--- src/crc_framed_packet_builder_unit_defines.svh ---
// Assertion macros shared by the framer modules.
// Each macro expects signals named clk and rst_n in the module that uses it.
`ifndef CRC_FRAMED_PACKET_BUILDER_UNIT_DEFINES_SVH
`define CRC_FRAMED_PACKET_BUILDER_UNIT_DEFINES_SVH

// Property that must hold at every clock edge outside reset.
`define CRCFB_ASSERT(name, prop, msg) \
  name: assert property (@(posedge clk) disable iff (!rst_n) prop) else $error(msg);

// Condition that must never be true outside reset.
`define CRCFB_NEVER(name, cond, msg) \
  `CRCFB_ASSERT(name, !(cond), msg)

`endif

--- src/crcfb_pkg.sv ---
// Shared constants and types of the byte-stuffed CRC framer.
// No dependencies.
package crcfb_pkg;

  localparam logic [7:0]  FLAG_BYTE     = 8'h7E;
  localparam logic [7:0]  ESC_BYTE      = 8'h7D;
  localparam logic [7:0]  ESC_FLAG      = 8'h5E;
  localparam logic [7:0]  ESC_ESC       = 8'h5D;
  localparam logic [7:0]  HDR_BYTE      = 8'h21;
  localparam logic [15:0] CRC_POLY      = 16'h8408;
  localparam logic [15:0] CRC_INIT      = 16'hFFFF;
  localparam logic [2:0]  MAX_SIZE_CODE = 3'd4;
  localparam int          LEFT_W        = 6;

  // One classified item as it travels from the front end to the sequencer.
  typedef struct packed {
    logic [7:0]  payload_byte;
    logic [15:0] port_address;
    logic [2:0]  size_code;
    logic        open;   // first byte of a frame: send flag and header first
    logic        last;   // last byte of a frame: send CRC and closing flag after
  } crcfb_item_t;

endpackage

--- src/crcfb_if.sv ---
// Valid/ready channel interfaces for payload input and line output.
// Depends on nothing.
interface crcfb_in_if;
  logic        valid;
  logic        ready;
  logic [7:0]  payload_byte;
  logic [15:0] port_address;
  logic [2:0]  size_code;

  modport source (output valid, output payload_byte, output port_address,
                  output size_code, input ready);
  modport sink (input valid, input payload_byte, input port_address,
                input size_code, output ready);
endinterface

interface crcfb_out_if;
  logic       valid;
  logic       ready;
  logic [7:0] line_byte;
  logic       run_last;
  logic       frame_end;

  modport source (output valid, output line_byte, output run_last,
                  output frame_end, input ready);
  modport sink (input valid, input line_byte, input run_last,
                input frame_end, output ready);
endinterface

--- src/crc_framed_packet_builder_unit.sv ---
// With the queue empty and the sequencer idle, an accepted beat is written into the queue,
// loaded by the sequencer and then registered before its first line byte is shown.
// The sequencer sends one line byte per cycle while the output is ready. A frame adds five
// to seven header and three to five trailer bytes, a payload beat one, two if escaped.
// Input beats are taken every cycle while the item queue (QUEUE_DEPTH entries) has room.
// Reset clears frame counter, queue, sequencer and output valid, and presets the CRC.
module crc_framed_packet_builder_unit #(
  parameter int QUEUE_DEPTH = 4
) (
  input  logic         clk,
  input  logic         rst_n,
  crcfb_in_if.sink     in_ch,
  crcfb_out_if.source  out_ch
);
  import crcfb_pkg::*;

  crcfb_item_t push_item;
  crcfb_item_t q_item;
  logic        push;
  logic        q_full;
  logic        q_valid;
  logic        pop;

  // Front end classifies beats and tracks frame length.
  crcfb_front u_front (
    .clk       (clk),
    .rst_n     (rst_n),
    .in_ch     (in_ch),
    .q_full    (q_full),
    .push      (push),
    .push_item (push_item)
  );

  // Queue decouples the two sides.
  crcfb_queue #(
    .DEPTH (QUEUE_DEPTH)
  ) u_queue (
    .clk       (clk),
    .rst_n     (rst_n),
    .push      (push),
    .push_item (push_item),
    .full      (q_full),
    .pop       (pop),
    .q_valid   (q_valid),
    .pop_item  (q_item)
  );

  // Back end builds the framed, escaped byte stream.
  crcfb_back u_back (
    .clk     (clk),
    .rst_n   (rst_n),
    .q_valid (q_valid),
    .q_item  (q_item),
    .pop     (pop),
    .out_ch  (out_ch)
  );

endmodule

--- src/crcfb_front.sv ---
// Front end: accepts payload beats, tracks the frame length and tags each item.
// Depends on crcfb_pkg and crcfb_in_if.
module crcfb_front (
  input  logic                 clk,
  input  logic                 rst_n,
  crcfb_in_if.sink             in_ch,
  input  logic                 q_full,
  output logic                 push,
  output crcfb_pkg::crcfb_item_t push_item
);
  import crcfb_pkg::*;

  logic [LEFT_W-1:0] bytes_left_r, bytes_left_nxt;
  logic              accept;
  logic              frame_idle;
  logic              bad_code;
  logic [LEFT_W-1:0] frame_len;
  logic [LEFT_W-1:0] left_after;

  assign in_ch.ready = !q_full;
  assign accept      = in_ch.valid && in_ch.ready;
  assign frame_idle  = (bytes_left_r == '0);
  assign bad_code    = in_ch.size_code > MAX_SIZE_CODE;

  // Frame length is two bytes shifted left by the size code.
  assign frame_len  = LEFT_W'(2) << in_ch.size_code;
  assign left_after = (frame_idle ? frame_len : bytes_left_r) - LEFT_W'(1);

  // Classify the beat; a first beat with a bad size code is dropped.
  always_comb begin
    push_item.payload_byte = in_ch.payload_byte;
    push_item.port_address = in_ch.port_address;
    push_item.size_code    = in_ch.size_code;
    push_item.open         = frame_idle;
    push_item.last         = (left_after == '0);
    push                   = accept && !(frame_idle && bad_code);
    bytes_left_nxt         = push ? left_after : bytes_left_r;
  end

  always_ff @(posedge clk) begin
    if (!rst_n) begin
      bytes_left_r <= '0;
    end else begin
      bytes_left_r <= bytes_left_nxt;
    end
  end

endmodule

--- src/crcfb_queue.sv ---
// Short queue of classified items between the front end and the sequencer.
// Depends on crcfb_pkg and the assertion macro header.
`include "crc_framed_packet_builder_unit_defines.svh"

module crcfb_queue #(
  parameter int DEPTH = 4
) (
  input  logic                   clk,
  input  logic                   rst_n,
  input  logic                   push,
  input  crcfb_pkg::crcfb_item_t push_item,
  output logic                   full,
  input  logic                   pop,
  output logic                   q_valid,
  output crcfb_pkg::crcfb_item_t pop_item
);
  import crcfb_pkg::*;

  localparam int PTR_W = (DEPTH > 1) ? $clog2(DEPTH) : 1;
  localparam int CNT_W = $clog2(DEPTH + 1);

  crcfb_item_t      slots_r [DEPTH];
  logic [PTR_W-1:0] wr_ptr_r, wr_ptr_nxt;
  logic [PTR_W-1:0] rd_ptr_r, rd_ptr_nxt;
  logic [CNT_W-1:0] count_r, count_nxt;

  assign full     = (count_r == CNT_W'(DEPTH));
  assign q_valid  = (count_r != '0);
  assign pop_item = slots_r[rd_ptr_r];

  // Pointer wrap and occupancy.
  always_comb begin
    wr_ptr_nxt = wr_ptr_r;
    rd_ptr_nxt = rd_ptr_r;
    count_nxt  = count_r;
    if (push) begin
      wr_ptr_nxt = (wr_ptr_r == PTR_W'(DEPTH - 1)) ? '0 : wr_ptr_r + PTR_W'(1);
    end
    if (pop) begin
      rd_ptr_nxt = (rd_ptr_r == PTR_W'(DEPTH - 1)) ? '0 : rd_ptr_r + PTR_W'(1);
    end
    if (push && !pop) begin
      count_nxt = count_r + CNT_W'(1);
    end else if (pop && !push) begin
      count_nxt = count_r - CNT_W'(1);
    end
  end

  always_ff @(posedge clk) begin
    if (!rst_n) begin
      wr_ptr_r <= '0;
      rd_ptr_r <= '0;
      count_r  <= '0;
    end else begin
      wr_ptr_r <= wr_ptr_nxt;
      rd_ptr_r <= rd_ptr_nxt;
      count_r  <= count_nxt;
    end
  end

  // Slot storage needs no reset.
  always_ff @(posedge clk) begin
    if (push) begin
      slots_r[wr_ptr_r] <= push_item;
    end
  end

  `CRCFB_NEVER(a_no_push_when_full, push && full, "queue written while full")
  `CRCFB_NEVER(a_no_pop_when_empty, pop && !q_valid, "queue read while empty")
  `CRCFB_ASSERT(a_count_bound, (count_r <= CNT_W'(DEPTH)), "queue count overflow")

endmodule

--- src/crcfb_back.sv ---
// Back end: walks each frame through flag, header, payload, CRC and closing flag,
// escaping bytes and keeping the running CRC. Depends on crcfb_pkg and crcfb_out_if.
`include "crc_framed_packet_builder_unit_defines.svh"

module crcfb_back (
  input  logic                   clk,
  input  logic                   rst_n,
  input  logic                   q_valid,
  input  crcfb_pkg::crcfb_item_t q_item,
  output logic                   pop,
  crcfb_out_if.source            out_ch
);
  import crcfb_pkg::*;

  localparam logic [3:0] PH_FLAG = 4'd0;
  localparam logic [3:0] PH_HDR  = 4'd1;
  localparam logic [3:0] PH_CODE = 4'd2;
  localparam logic [3:0] PH_PHI  = 4'd3;
  localparam logic [3:0] PH_PLO  = 4'd4;
  localparam logic [3:0] PH_DATA = 4'd5;
  localparam logic [3:0] PH_CRCL = 4'd6;
  localparam logic [3:0] PH_CRCH = 4'd7;
  localparam logic [3:0] PH_END  = 4'd8;

  // One CRC-16/X25 byte update, LSB first.
  function automatic logic [15:0] crc_feed(input logic [15:0] c_in, input logic [7:0] b);
    logic [15:0] c;
    c = c_in ^ {8'h00, b};
    for (int k = 0; k < 8; k++) begin
      c = c[0] ? ((c >> 1) ^ CRC_POLY) : (c >> 1);
    end
    return c;
  endfunction

  crcfb_item_t item_r, item_nxt;
  logic        busy_r, busy_nxt;
  logic [3:0]  phase_r, phase_nxt;
  logic        esc_pend_r, esc_pend_nxt;
  logic [15:0] crc_r, crc_nxt;
  logic        out_valid_r, out_valid_nxt;
  logic [7:0]  out_byte_r, out_byte_nxt;
  logic        out_last_r, out_last_nxt;
  logic        out_end_r, out_end_nxt;

  logic        adv;
  logic        emit;
  logic [7:0]  raw;
  logic        escapable;
  logic        feeds_crc;
  logic        need_esc;
  logic        complete;
  logic        finishing;
  logic [3:0]  next_phase;

  assign adv  = !out_valid_r || out_ch.ready;
  assign emit = busy_r && adv;

  // Raw byte of the current step and whether it is escaped and covered by the CRC.
  always_comb begin
    raw       = FLAG_BYTE;
    escapable = 1'b1;
    feeds_crc = 1'b1;
    unique case (phase_r)
      PH_FLAG: begin
        raw       = FLAG_BYTE;
        escapable = 1'b0;
        feeds_crc = 1'b0;
      end
      PH_HDR:  raw = HDR_BYTE;
      PH_CODE: raw = {5'd0, item_r.size_code};
      PH_PHI:  raw = item_r.port_address[15:8];
      PH_PLO:  raw = item_r.port_address[7:0];
      PH_DATA: raw = item_r.payload_byte;
      PH_CRCL: begin
        raw       = ~crc_r[7:0];
        feeds_crc = 1'b0;
      end
      PH_CRCH: begin
        raw       = ~crc_r[15:8];
        feeds_crc = 1'b0;
      end
      PH_END: begin
        raw       = FLAG_BYTE;
        escapable = 1'b0;
        feeds_crc = 1'b0;
      end
      default: begin
        raw       = FLAG_BYTE;
        escapable = 1'b0;
        feeds_crc = 1'b0;
      end
    endcase
  end

  assign need_esc = escapable && (raw == FLAG_BYTE || raw == ESC_BYTE);
  assign complete = esc_pend_r || !need_esc;

  // Step order within one item.
  always_comb begin
    next_phase = PH_DATA;
    finishing  = 1'b0;
    unique case (phase_r)
      PH_FLAG: next_phase = PH_HDR;
      PH_HDR:  next_phase = PH_CODE;
      PH_CODE: next_phase = PH_PHI;
      PH_PHI:  next_phase = PH_PLO;
      PH_PLO:  next_phase = PH_DATA;
      PH_DATA: begin
        next_phase = PH_CRCL;
        finishing  = !item_r.last;
      end
      PH_CRCL: next_phase = PH_CRCH;
      PH_CRCH: next_phase = PH_END;
      PH_END:  finishing = 1'b1;
      default: finishing = 1'b1;
    endcase
  end

  assign pop = q_valid && (!busy_r || (emit && complete && finishing));

  // Sequencer, CRC and output register.
  always_comb begin
    item_nxt      = item_r;
    busy_nxt      = busy_r;
    phase_nxt     = phase_r;
    esc_pend_nxt  = esc_pend_r;
    crc_nxt       = crc_r;
    out_valid_nxt = out_valid_r;
    out_byte_nxt  = out_byte_r;
    out_last_nxt  = out_last_r;
    out_end_nxt   = out_end_r;

    if (adv) begin
      out_valid_nxt = emit;
    end

    if (emit) begin
      if (esc_pend_r) begin
        out_byte_nxt = (raw == FLAG_BYTE) ? ESC_FLAG : ESC_ESC;
      end else if (need_esc) begin
        out_byte_nxt = ESC_BYTE;
      end else begin
        out_byte_nxt = raw;
      end
      out_last_nxt = complete && finishing;
      out_end_nxt  = (phase_r == PH_END);
      esc_pend_nxt = !esc_pend_r && need_esc;

      // The CRC restarts at the opening flag and takes each raw byte once.
      if (phase_r == PH_FLAG) begin
        crc_nxt = CRC_INIT;
      end else if (feeds_crc && !esc_pend_r) begin
        crc_nxt = crc_feed(crc_r, raw);
      end

      if (complete) begin
        if (finishing) begin
          busy_nxt = 1'b0;
        end else begin
          phase_nxt = next_phase;
        end
      end
    end

    if (pop) begin
      item_nxt     = q_item;
      busy_nxt     = 1'b1;
      phase_nxt    = q_item.open ? PH_FLAG : PH_DATA;
      esc_pend_nxt = 1'b0;
    end
  end

  always_ff @(posedge clk) begin
    if (!rst_n) begin
      busy_r      <= 1'b0;
      phase_r     <= PH_FLAG;
      esc_pend_r  <= 1'b0;
      crc_r       <= CRC_INIT;
      out_valid_r <= 1'b0;
    end else begin
      busy_r      <= busy_nxt;
      phase_r     <= phase_nxt;
      esc_pend_r  <= esc_pend_nxt;
      crc_r       <= crc_nxt;
      out_valid_r <= out_valid_nxt;
    end
  end

  // Payload registers need no reset.
  always_ff @(posedge clk) begin
    item_r     <= item_nxt;
    out_byte_r <= out_byte_nxt;
    out_last_r <= out_last_nxt;
    out_end_r  <= out_end_nxt;
  end

  assign out_ch.valid     = out_valid_r;
  assign out_ch.line_byte = out_byte_r;
  assign out_ch.run_last  = out_last_r;
  assign out_ch.frame_end = out_end_r;

  `CRCFB_ASSERT(a_esc_only_busy, (esc_pend_r |-> busy_r), "escape pending while idle")
  `CRCFB_ASSERT(a_esc_second_half, (busy_r && esc_pend_r && adv |=> (out_byte_r == ESC_FLAG || out_byte_r == ESC_ESC)), "bad escape code")
  `CRCFB_ASSERT(a_end_is_last, (out_valid_r && out_end_r |-> out_last_r && out_byte_r == FLAG_BYTE), "closing flag not last")

endmodule
--- src/flat_wrapper.sv ---
// flat-port wrapper written by rule: the top's interface ports become plain ports
module crc_framed_packet_builder_unit_flat import crcfb_pkg::*;
#(
  parameter int QUEUE_DEPTH = 4
)
  (clk, rst_n, in_ch_valid, in_ch_payload_byte, in_ch_port_address, in_ch_size_code, in_ch_ready, out_ch_valid, out_ch_line_byte, out_ch_run_last, out_ch_frame_end, out_ch_ready);
  crcfb_in_if in_ch_i ();
  crcfb_out_if out_ch_i ();
  input  logic clk;
  input  logic rst_n;
  input wire logic [$bits(in_ch_i.valid)-1:0] in_ch_valid;
  input wire logic [$bits(in_ch_i.payload_byte)-1:0] in_ch_payload_byte;
  input wire logic [$bits(in_ch_i.port_address)-1:0] in_ch_port_address;
  input wire logic [$bits(in_ch_i.size_code)-1:0] in_ch_size_code;
  output wire logic [$bits(in_ch_i.ready)-1:0] in_ch_ready;
  output wire logic [$bits(out_ch_i.valid)-1:0] out_ch_valid;
  output wire logic [$bits(out_ch_i.line_byte)-1:0] out_ch_line_byte;
  output wire logic [$bits(out_ch_i.run_last)-1:0] out_ch_run_last;
  output wire logic [$bits(out_ch_i.frame_end)-1:0] out_ch_frame_end;
  input wire logic [$bits(out_ch_i.ready)-1:0] out_ch_ready;
  assign in_ch_i.valid = in_ch_valid;
  assign in_ch_i.payload_byte = in_ch_payload_byte;
  assign in_ch_i.port_address = in_ch_port_address;
  assign in_ch_i.size_code = in_ch_size_code;
  assign in_ch_ready = in_ch_i.ready;
  assign out_ch_valid = out_ch_i.valid;
  assign out_ch_line_byte = out_ch_i.line_byte;
  assign out_ch_run_last = out_ch_i.run_last;
  assign out_ch_frame_end = out_ch_i.frame_end;
  assign out_ch_i.ready = out_ch_ready;
  crc_framed_packet_builder_unit #(.QUEUE_DEPTH(QUEUE_DEPTH)) u_core (.clk(clk), .rst_n(rst_n), .in_ch(in_ch_i), .out_ch(out_ch_i));
endmodule
--- config.mk ---
export PLATFORM = sky130hd
export DESIGN_NAME = crc_framed_packet_builder_unit_flat
export DESIGN_NICKNAME = d
export VERILOG_FILES = /design/src/crcfb_pkg.sv /design/src/crcfb_if.sv /design/src/crc_framed_packet_builder_unit.sv /design/src/crcfb_front.sv /design/src/crcfb_queue.sv /design/src/crcfb_back.sv /design/src/flat_wrapper.sv
export VERILOG_INCLUDE_DIRS = /design/src /design/src/src
export SDC_FILE = /design/constraint.sdc
export NUM_CORES = 1
export LEC_CHECK = 0
export BUFFER_PORTS_ARGS = -buffer_cell sky130_fd_sc_hd__buf_2
export CAP_MARGIN = 40
export CELL_PAD_IN_SITES_DETAIL_PLACEMENT = 1
export CELL_PAD_IN_SITES_GLOBAL_PLACEMENT = 2
export CORE_MARGIN = 5
export CORE_UTILIZATION = 45
export DETAILED_ROUTE_END_ITERATION = 10
export PLACE_DENSITY = 0.76
export SLEW_MARGIN = 15
export SYNTH_ARGS = -nofsm -noshare
export SYNTH_HDL_FRONTEND = slang
export SYNTH_SLANG_ARGS = --single-unit
--- constraint.sdc ---
create_clock -name clk -period 3.9 [get_ports clk]
set_input_delay 0.585 -clock clk [delete_from_list [all_inputs] [get_ports clk]]
set_output_delay 0.585 -clock clk [all_outputs]
set_load 0.03 [all_outputs]
Word level (Yosys, flattened, before mapping)
Memory sizes are Yosys's and may differ from the RTL's. A register that Yosys moved wholly into a read port is not among the register bits.
Index checks and enable logic that the tools add are counted.
{"block": "totals", "ff_bits": 74, "ram_bits": 116, "in_bits": 31, "output_inout_bits": 12, "wordCells": 128, "memories": 1}
{"name": "u_core.u_queue.slots_r", "depth": 4, "width": 29, "rd": 1, "rd_clocked_by_memory_dff": 1, "write_ports": 1, "line_no": "crcfb_queue.sv:22", "text": "crcfb_item_t slots_r [DEPTH];"}
{"block": "classes", "addsub": 5, "n_lt_le_gt_ge": 1, "n_eq_ne": 14, "n_shift": 1, "muxes": 36, "bitwise_logic": 12, "n_reduce_logical": 42}
{"op": "2-to-1 mux 16 bit", "n": 10}
{"op": "case mux 8 bit (7 select lines)", "n": 1}
{"op": "case mux 4 bit (7 select lines)", "n": 1}
{"op": "inverter 2 -> 3 bit", "n": 8}
{"op": "equality test 4 x 3 -> 1 bit, second input constant", "n": 4}
{"op": "equality test 8 x 7 -> 1 bit, second input constant", "n": 2}
{"op": "2-to-1 mux 4 bit", "n": 4}
{"op": "2-to-1 mux 8 bit", "n": 2}
{"op": "inverter 8 bit", "n": 2}
{"op": "XOR 16 x 8 -> 16 bit", "n": 1}
{"op": "OR reduction 7 bit", "n": 2}
{"op": "logical AND 1 bit", "n": 13}
{"op": "zero test 6 bit", "n": 2}
{"op": "2-to-1 mux 2 bit", "n": 5}
{"op": "nonzero test 2 bit", "n": 5}
{"op": "zero test 1 bit", "n": 9}
{"op": "2-to-1 mux 3 bit", "n": 3}
{"op": "equality test 4 x 2 -> 1 bit, second input constant", "n": 2}
{"op": "2-to-1 mux 1 bit", "n": 8}
{"op": "2-to-1 mux 6 bit", "n": 1}
{"op": "AND reduction 3 bit", "n": 2}
{"op": "<< shifter 2 x 3 -> 6 bit, first input constant", "n": 1}
{"op": "subtractor 6 x 1 -> 6 bit, second input constant", "n": 1}
{"op": "OR reduction 5 bit", "n": 1}
{"op": "other kinds (16)", "n": 21}

Logic depth before layout (Yosys ltp)
{"block": "depth", "ltp_word": 21, "mapped_depth": 15}

Hierarchy
From an unflattened synthesis, not the netlist that was laid out.
{"block": "hier_totals", "cells_unflattened": 548, "area_unflattened_um2": 8291.7}
{"mod": "crcfb_queue", "n_inst": 1, "cells_per_inst": 195, "area_per_inst_um2": 4652.0, "seq_area_each_um2": 3663.5}
{"mod": "crcfb_back", "n_inst": 1, "cells_per_inst": 271, "area_per_inst_um2": 2980.4, "seq_area_each_um2": 1601.5}
{"mod": "crcfb_front", "n_inst": 1, "cells_per_inst": 82, "area_per_inst_um2": 659.4, "seq_area_each_um2": 120.1}

Worst setup path after synthesis
OpenSTA, ideal clock, no wires.
{"block": "synth_timing", "path_kind": "reg-to-reg", "start": "register u_core.u_back.phase_r[2]", "end": "register u_core.u_queue.count_r[2]", "setup_ns": 0.076, "arrival_time_ns": 3.166, "slack_ns": 0.659, "stages_incl_launch_ff": 15, "n_path_buf": 2, "synth_period_minus_slack_ns": 3.241, "path_cell_list": "dfxtp_1 -> buf_4 -> or3b_1 -> a311oi_1 -> nor2_1 -> xor2_1 -> nand4_1 -> a21oi_1 -> buf_4 -> ha_1 -> inv_1 -> fa_1 -> xor2_1 -> or3_1 -> a21boi_0"}
{"block": "synth_between", "elab_chain_len": 14, "word_cells_on_any_way": 28}
{"item": "start, declared", "line_no": "crcfb_back.sv:37", "text": "logic [3:0] phase_r, phase_nxt;"}
{"item": "start signal, assigned", "line_no": "crcfb_back.sv:182", "text": "phase_r <= phase_nxt;"}
{"item": "equality test 4 x 3 -> 1 bit, or another cell as far along", "line_no": "crcfb_back.sv:63, crcfb_back.sv:102"}
{"item": "case mux 8 bit (7 select lines)", "line_no": "crcfb_back.sv:63", "text": "unique case (phase_r)"}
{"item": "equality test 8 x 7 -> 1 bit", "line_no": "crcfb_back.sv:95", "text": "assign need_esc = escapable && (raw == FLAG_BYTE || raw == ESC_BYTE);"}
{"item": "logical OR 1 bit", "line_no": "crcfb_back.sv:95"}
{"item": "logical AND 1 bit", "line_no": "crcfb_back.sv:95"}
{"item": "zero test 1 bit", "line_no": "crcfb_back.sv:96", "text": "assign complete = esc_pend_r || !need_esc;"}
{"item": "logical OR 1 bit", "line_no": "crcfb_back.sv:96"}
{"item": "logical AND 1 bit", "line_no": "crcfb_back.sv:119", "text": "assign pop = q_valid && (!busy_r || (emit && complete && finishing));"}
{"item": "logical AND 1 bit (*)", "line_no": "crcfb_back.sv:119"}
{"item": "logical OR 1 bit (*)", "line_no": "crcfb_back.sv:119"}
{"item": "logical AND 1 bit (*)", "line_no": "crcfb_back.sv:119"}
{"item": "zero test 1 bit", "line_no": "crcfb_queue.sv:42", "text": "if (push && !pop) begin"}
{"item": "logical AND 1 bit", "line_no": "crcfb_queue.sv:42"}
{"item": "2-to-1 mux 3 bit / nonzero test 2 bit (equally long branches)"}
{"item": "end signal, assigned", "line_no": "crcfb_queue.sv:57", "text": "count_r <= count_nxt;"}
{"item": "end, declared", "line_no": "crcfb_queue.sv:25", "text": "logic [CNT_W-1:0] count_r, count_nxt;"}
Mark *: on every way between the ends. The rest lies on a longest branch, timed or not.
A chain may end at the register's enable or synchronous reset.

Worst setup path in the final report
{"block": "layout_timing", "start": "register u_core.u_back.phase_r[0]", "end": "register u_core.u_queue.count_r[2]"}
Same word-level chain as after synthesis.

==> metrics.md <==
| Metric | Value |
|---|---|
| Syn avg cell area | 15.4 um2 |
| Fmax | 276 MHz |
| RSZ-0062 raised after global routing | no |
| Max VDD drop | 0.000472 V |
| Area taken by multi-input logic gates | 2410 um2 |
| Status | completed |
| First drt pass iteration count | 4 |
| Port bufs | 42 |
| Power Internal | 4.95 mW |
| Drt drc | 0 |
| Hold Slack | 0.353 ns |
| Fill count | 1,687 |
| Max_slew headroom | 0.466 |
| Synth Register Bits | 192 |
| Root buffer cell | clkbuf_16 |
| Yosys top cell area share | 0.576 |
| Die ar. | 20,600 um2 |
| Cell count after synthesis | 520 |
| Switching share of power | 0.357 |
| Final worst path period share | 0.930 |
| Synth area leader | edfxtp_1 |
| Commonest non-fill, non-tap cell in the layout | edfxtp_1 |
| Antenna Cells | 0 |
| Worst Setup SP | u_core.u_back.phase_r[0]$_SDFFE_PN0P_ |
| DP Worst Slack | 0.249 ns |
| DP Wirelength | 11,200 um |
| Tot GR Track Use | 0.172 |
| H-tree Lvls | 4 |
| Rows | 48 |
| Post-CTS setup buffer count | 0 |
| Die Wd | 144 um |
| Synth Warn # | 0 |
| Global-route wire length before repair | 26,800 um |
| FF/Latch Area | 5390 um2 |
| TNS Setup | 0 ns |
| Routed Antenna Nets | 0 |
| PwrDens | 844 nW/um2 |
| Asr flop ratio synth | 0 |
| Hold Path Depth | 1 |
| Setup violation total in the final timing report | 0 |
| Initial DRC Count | 264 |
| Initial antenna violation count | 0 |
| CTS Hold Bufs | 0 |
| Post-synth EDFFs | 154 |
| Cell area after synthesis | 8030 um2 |
| Via density | 5.52 |
| Flop-to-flop setup slack | 0.27 ns |
| CP Capture Point | u_core.u_queue.count_r[2]$_SDFFE_PN0P_ |
| Core area | 17,400 um2 |
| Clk_lat worst skew | 0.44 ns |
| Clk network pwr share | 0.235 |
| Top post-synthesis cells by area | edfxtp_1 58%, dfxtp_1 9.5%, mux4_2 8.4% |
| Class of the worst hold path | in -> reg |
| Synth Flop Type | edfxtp_1 |
| Utilization after layout | 0.524 |
| Count of cell types in the netlist | 60 |
| CP required | 4.25 ns |
| Routed via count | 4,462 |
| Initial core utilization | 0.461 |
| Worst Tran Pin Value | 0.801 ns |
| Global route total overflow | 0 |
| Num CTS Buffers | 17 |
| Vias in the first global route | 4,812 |
| Slack of the critical path | 0.272 ns |
| CP Class | reg -> reg |
| Worst setup SP type | flop |
| Worst R2R Path Depth | 14 |
| CTS Buffer Depth | 2 |
| Routed wire length | 16,300 um |
| Crit Reg-Reg Startpoint | u_core.u_back.phase_r[0]$_SDFFE_PN0P_ |
| Pin count of the biggest net entering global routing | 38 |
| FF-to-FF End | u_core.u_queue.count_r[2]$_SDFFE_PN0P_ |
| Most frequent cells in the layout | 154 x edfxtp_1, 42 x buf_2, 34 x dfxtp_1, 30 x mux4_2, 29 x nand2_1 |
| WP data arrival | 3.98 ns |
| Die Ht | 144 um |
| Crit path time final | 3.63 ns |
| Nets | 610 |
| Syn_nets | 560 |
| CTS Sinks | 192 |
| Hold Fails Final Rpt | 0 |
| Final Slew Violations | 0 |
| Placer Congestion | 0.836 |
| Post-synthesis sequential area ratio | 0.671 |
| Max-Cap Viols | 0 |
| Area growth syn-to-layout | 13.8% |
| Clk_skew | 0.0146 ns |
| CTS tree | done |
| WL per Instance | 20.2 um |
| Share of cells above drive strength 1 | 0.228 |
| P_leak | 3.14 nW |
| CP endpoint kind | flop |
| Sequential share of power | 0.417 |
| Clock transition at path regs | 0.08 ns |
| Psw | 2.75 mW |
| Combinational power share | 0.348 |
| Io pins | 43 |
| Crit path max fanout | 10 |
-- sequential cells by signal, summed over array words and instances (netlist names), 3 cells and up, named ones only --
name and flops:
u_core.u_front.bytes_left_r 6, u_core.u_back.crc_r 16, u_core.u_back.phase_r 4, u_core.u_queue.count_r 3, u_core.u_back.out_ch.line_byte 8, u_core.u_queue.slots_r 116, u_core.u_back.item_r 28
-- through the flow --
step / instance area [um2] / power [mW] / std cells
after global routing: 9130 / 8.21 / 808
final: 9130 / 7.70 / 808
after global placement: 8490 / 5.88 / 775
after floorplan: 8030 / 5.23 / 520
after CTS: 9130 / 7.81 / 808
after detailed placement: 8490 / 5.98 / 776
-- worst max-delay path, cell delays in order (launching register included) --
cell      delay [ns]
dfxtp_1         0.55
buf_4           0.25
mux2i_1         0.24
and3_1          0.18
nor4_1          0.08
buf_1           0.15
and4bb_1        0.30
nand4_1         0.17
a21oi_1         0.25
ha_1            0.22
inv_1           0.08
fa_1            0.42
xor2_1          0.16
or3_1           0.30
a21boi_0        0.17
-- how the worst min path moves through the flow --
stage,slack [ns],from,to
6_report,0.35,in_ch_port_address[12],u_core.u_queue.slots_r[3][17]$_DFFE_PP_
5_1_grt,0.33,in_ch_port_address[12],u_core.u_queue.slots_r[3][17]$_DFFE_PP_
4_1_cts,0.33,in_ch_port_address[12],u_core.u_queue.slots_r[3][17]$_DFFE_PP_
3_5_place_dp,0.51,u_core.u_queue.rd_ptr_r[0]$_SDFFE_PN0P_,flop
3_3_place_gp,0.49,u_core.u_queue.rd_ptr_r[0]$_SDFFE_PN0P_,flop
2_1_floorplan,0.48,u_core.u_queue.rd_ptr_r[0]$_SDFFE_PN0P_,flop
-- per-layer routing --
| layer | vias up | track usage | part of all wire |
|---|---|---|---|
| met4 | 0 | 0.0461 | 0.0091 |
| met3 | 8 | 0.0446 | 0.033 |
| met5 | - | 0 | 0 |
| met2 | 75 | 0.277 | 0.49 |
| li1 | 2091 | - | - |
| met1 | 2288 | 0.235 | 0.47 |
-- synthesized netlist by cell type (all sizes together) (2+ instances only) --
cell type and count:
a211oi 4, a21boi 5, a21oi 12, a221oi 3, a311oi 6, a31oi 4, and2 9, and3 6
buf 13, clkbuf 16, dfxtp 38, edfxtp 154, ha 8, inv 18, mux2i 7, mux4 30
nand2 29, nand2b 14, nand3 2, nand3b 3, nor2 16, nor2b 17, nor3 11, nor3b 5
nor4 4, o211a 2, o21a 3, o21ai 11, o22ai 15, o31ai 2, or3 2, or3b 3
or4 2, xnor2 21, xor2 9
-- power by group through the flow --
stage,sequential (mW),clock (mW),combinational (mW)
after floorplan,3.12,0,2.11
final,3.21,1.81,2.68
after global placement,3.24,0,2.65
after CTS,3.23,1.86,2.73
after global routing,3.28,1.96,2.98
after detailed placement,3.27,0,2.72
-- cells by family after synthesis --
family | count (synthesis) | synth area share
AOI/OAI and AO/OA | 77 | 0.0703
and+or+nand+nor | 128 | 0.0881
DFF | 192 | 0.671
xor gates and xnor gates | 30 | 0.0346
adders and majority gates | 9 | 0.0150
buffers and inverters | 47 | 0.0282
muxes | 37 | 0.0929
-- what timing repair did --
action | CTS | global route
setup endpoints to repair | 0 | 1
gates resized for setup | 0 | 2
hold endpoints to repair | 0 | 0
-- final cells by class --
cell class | instances | area share
flip-flops and latches | 192 | 0.590
multi-input cells | 281 | 0.264
clock buffers | 17 | 0.0466
repair buffers | 60 | 0.0374
well taps | 225 | 0.0308
clock inverters | 15 | 0.0230
inverters | 18 | 0.00740
No activity file was read; power rests on OpenSTA's default activity.
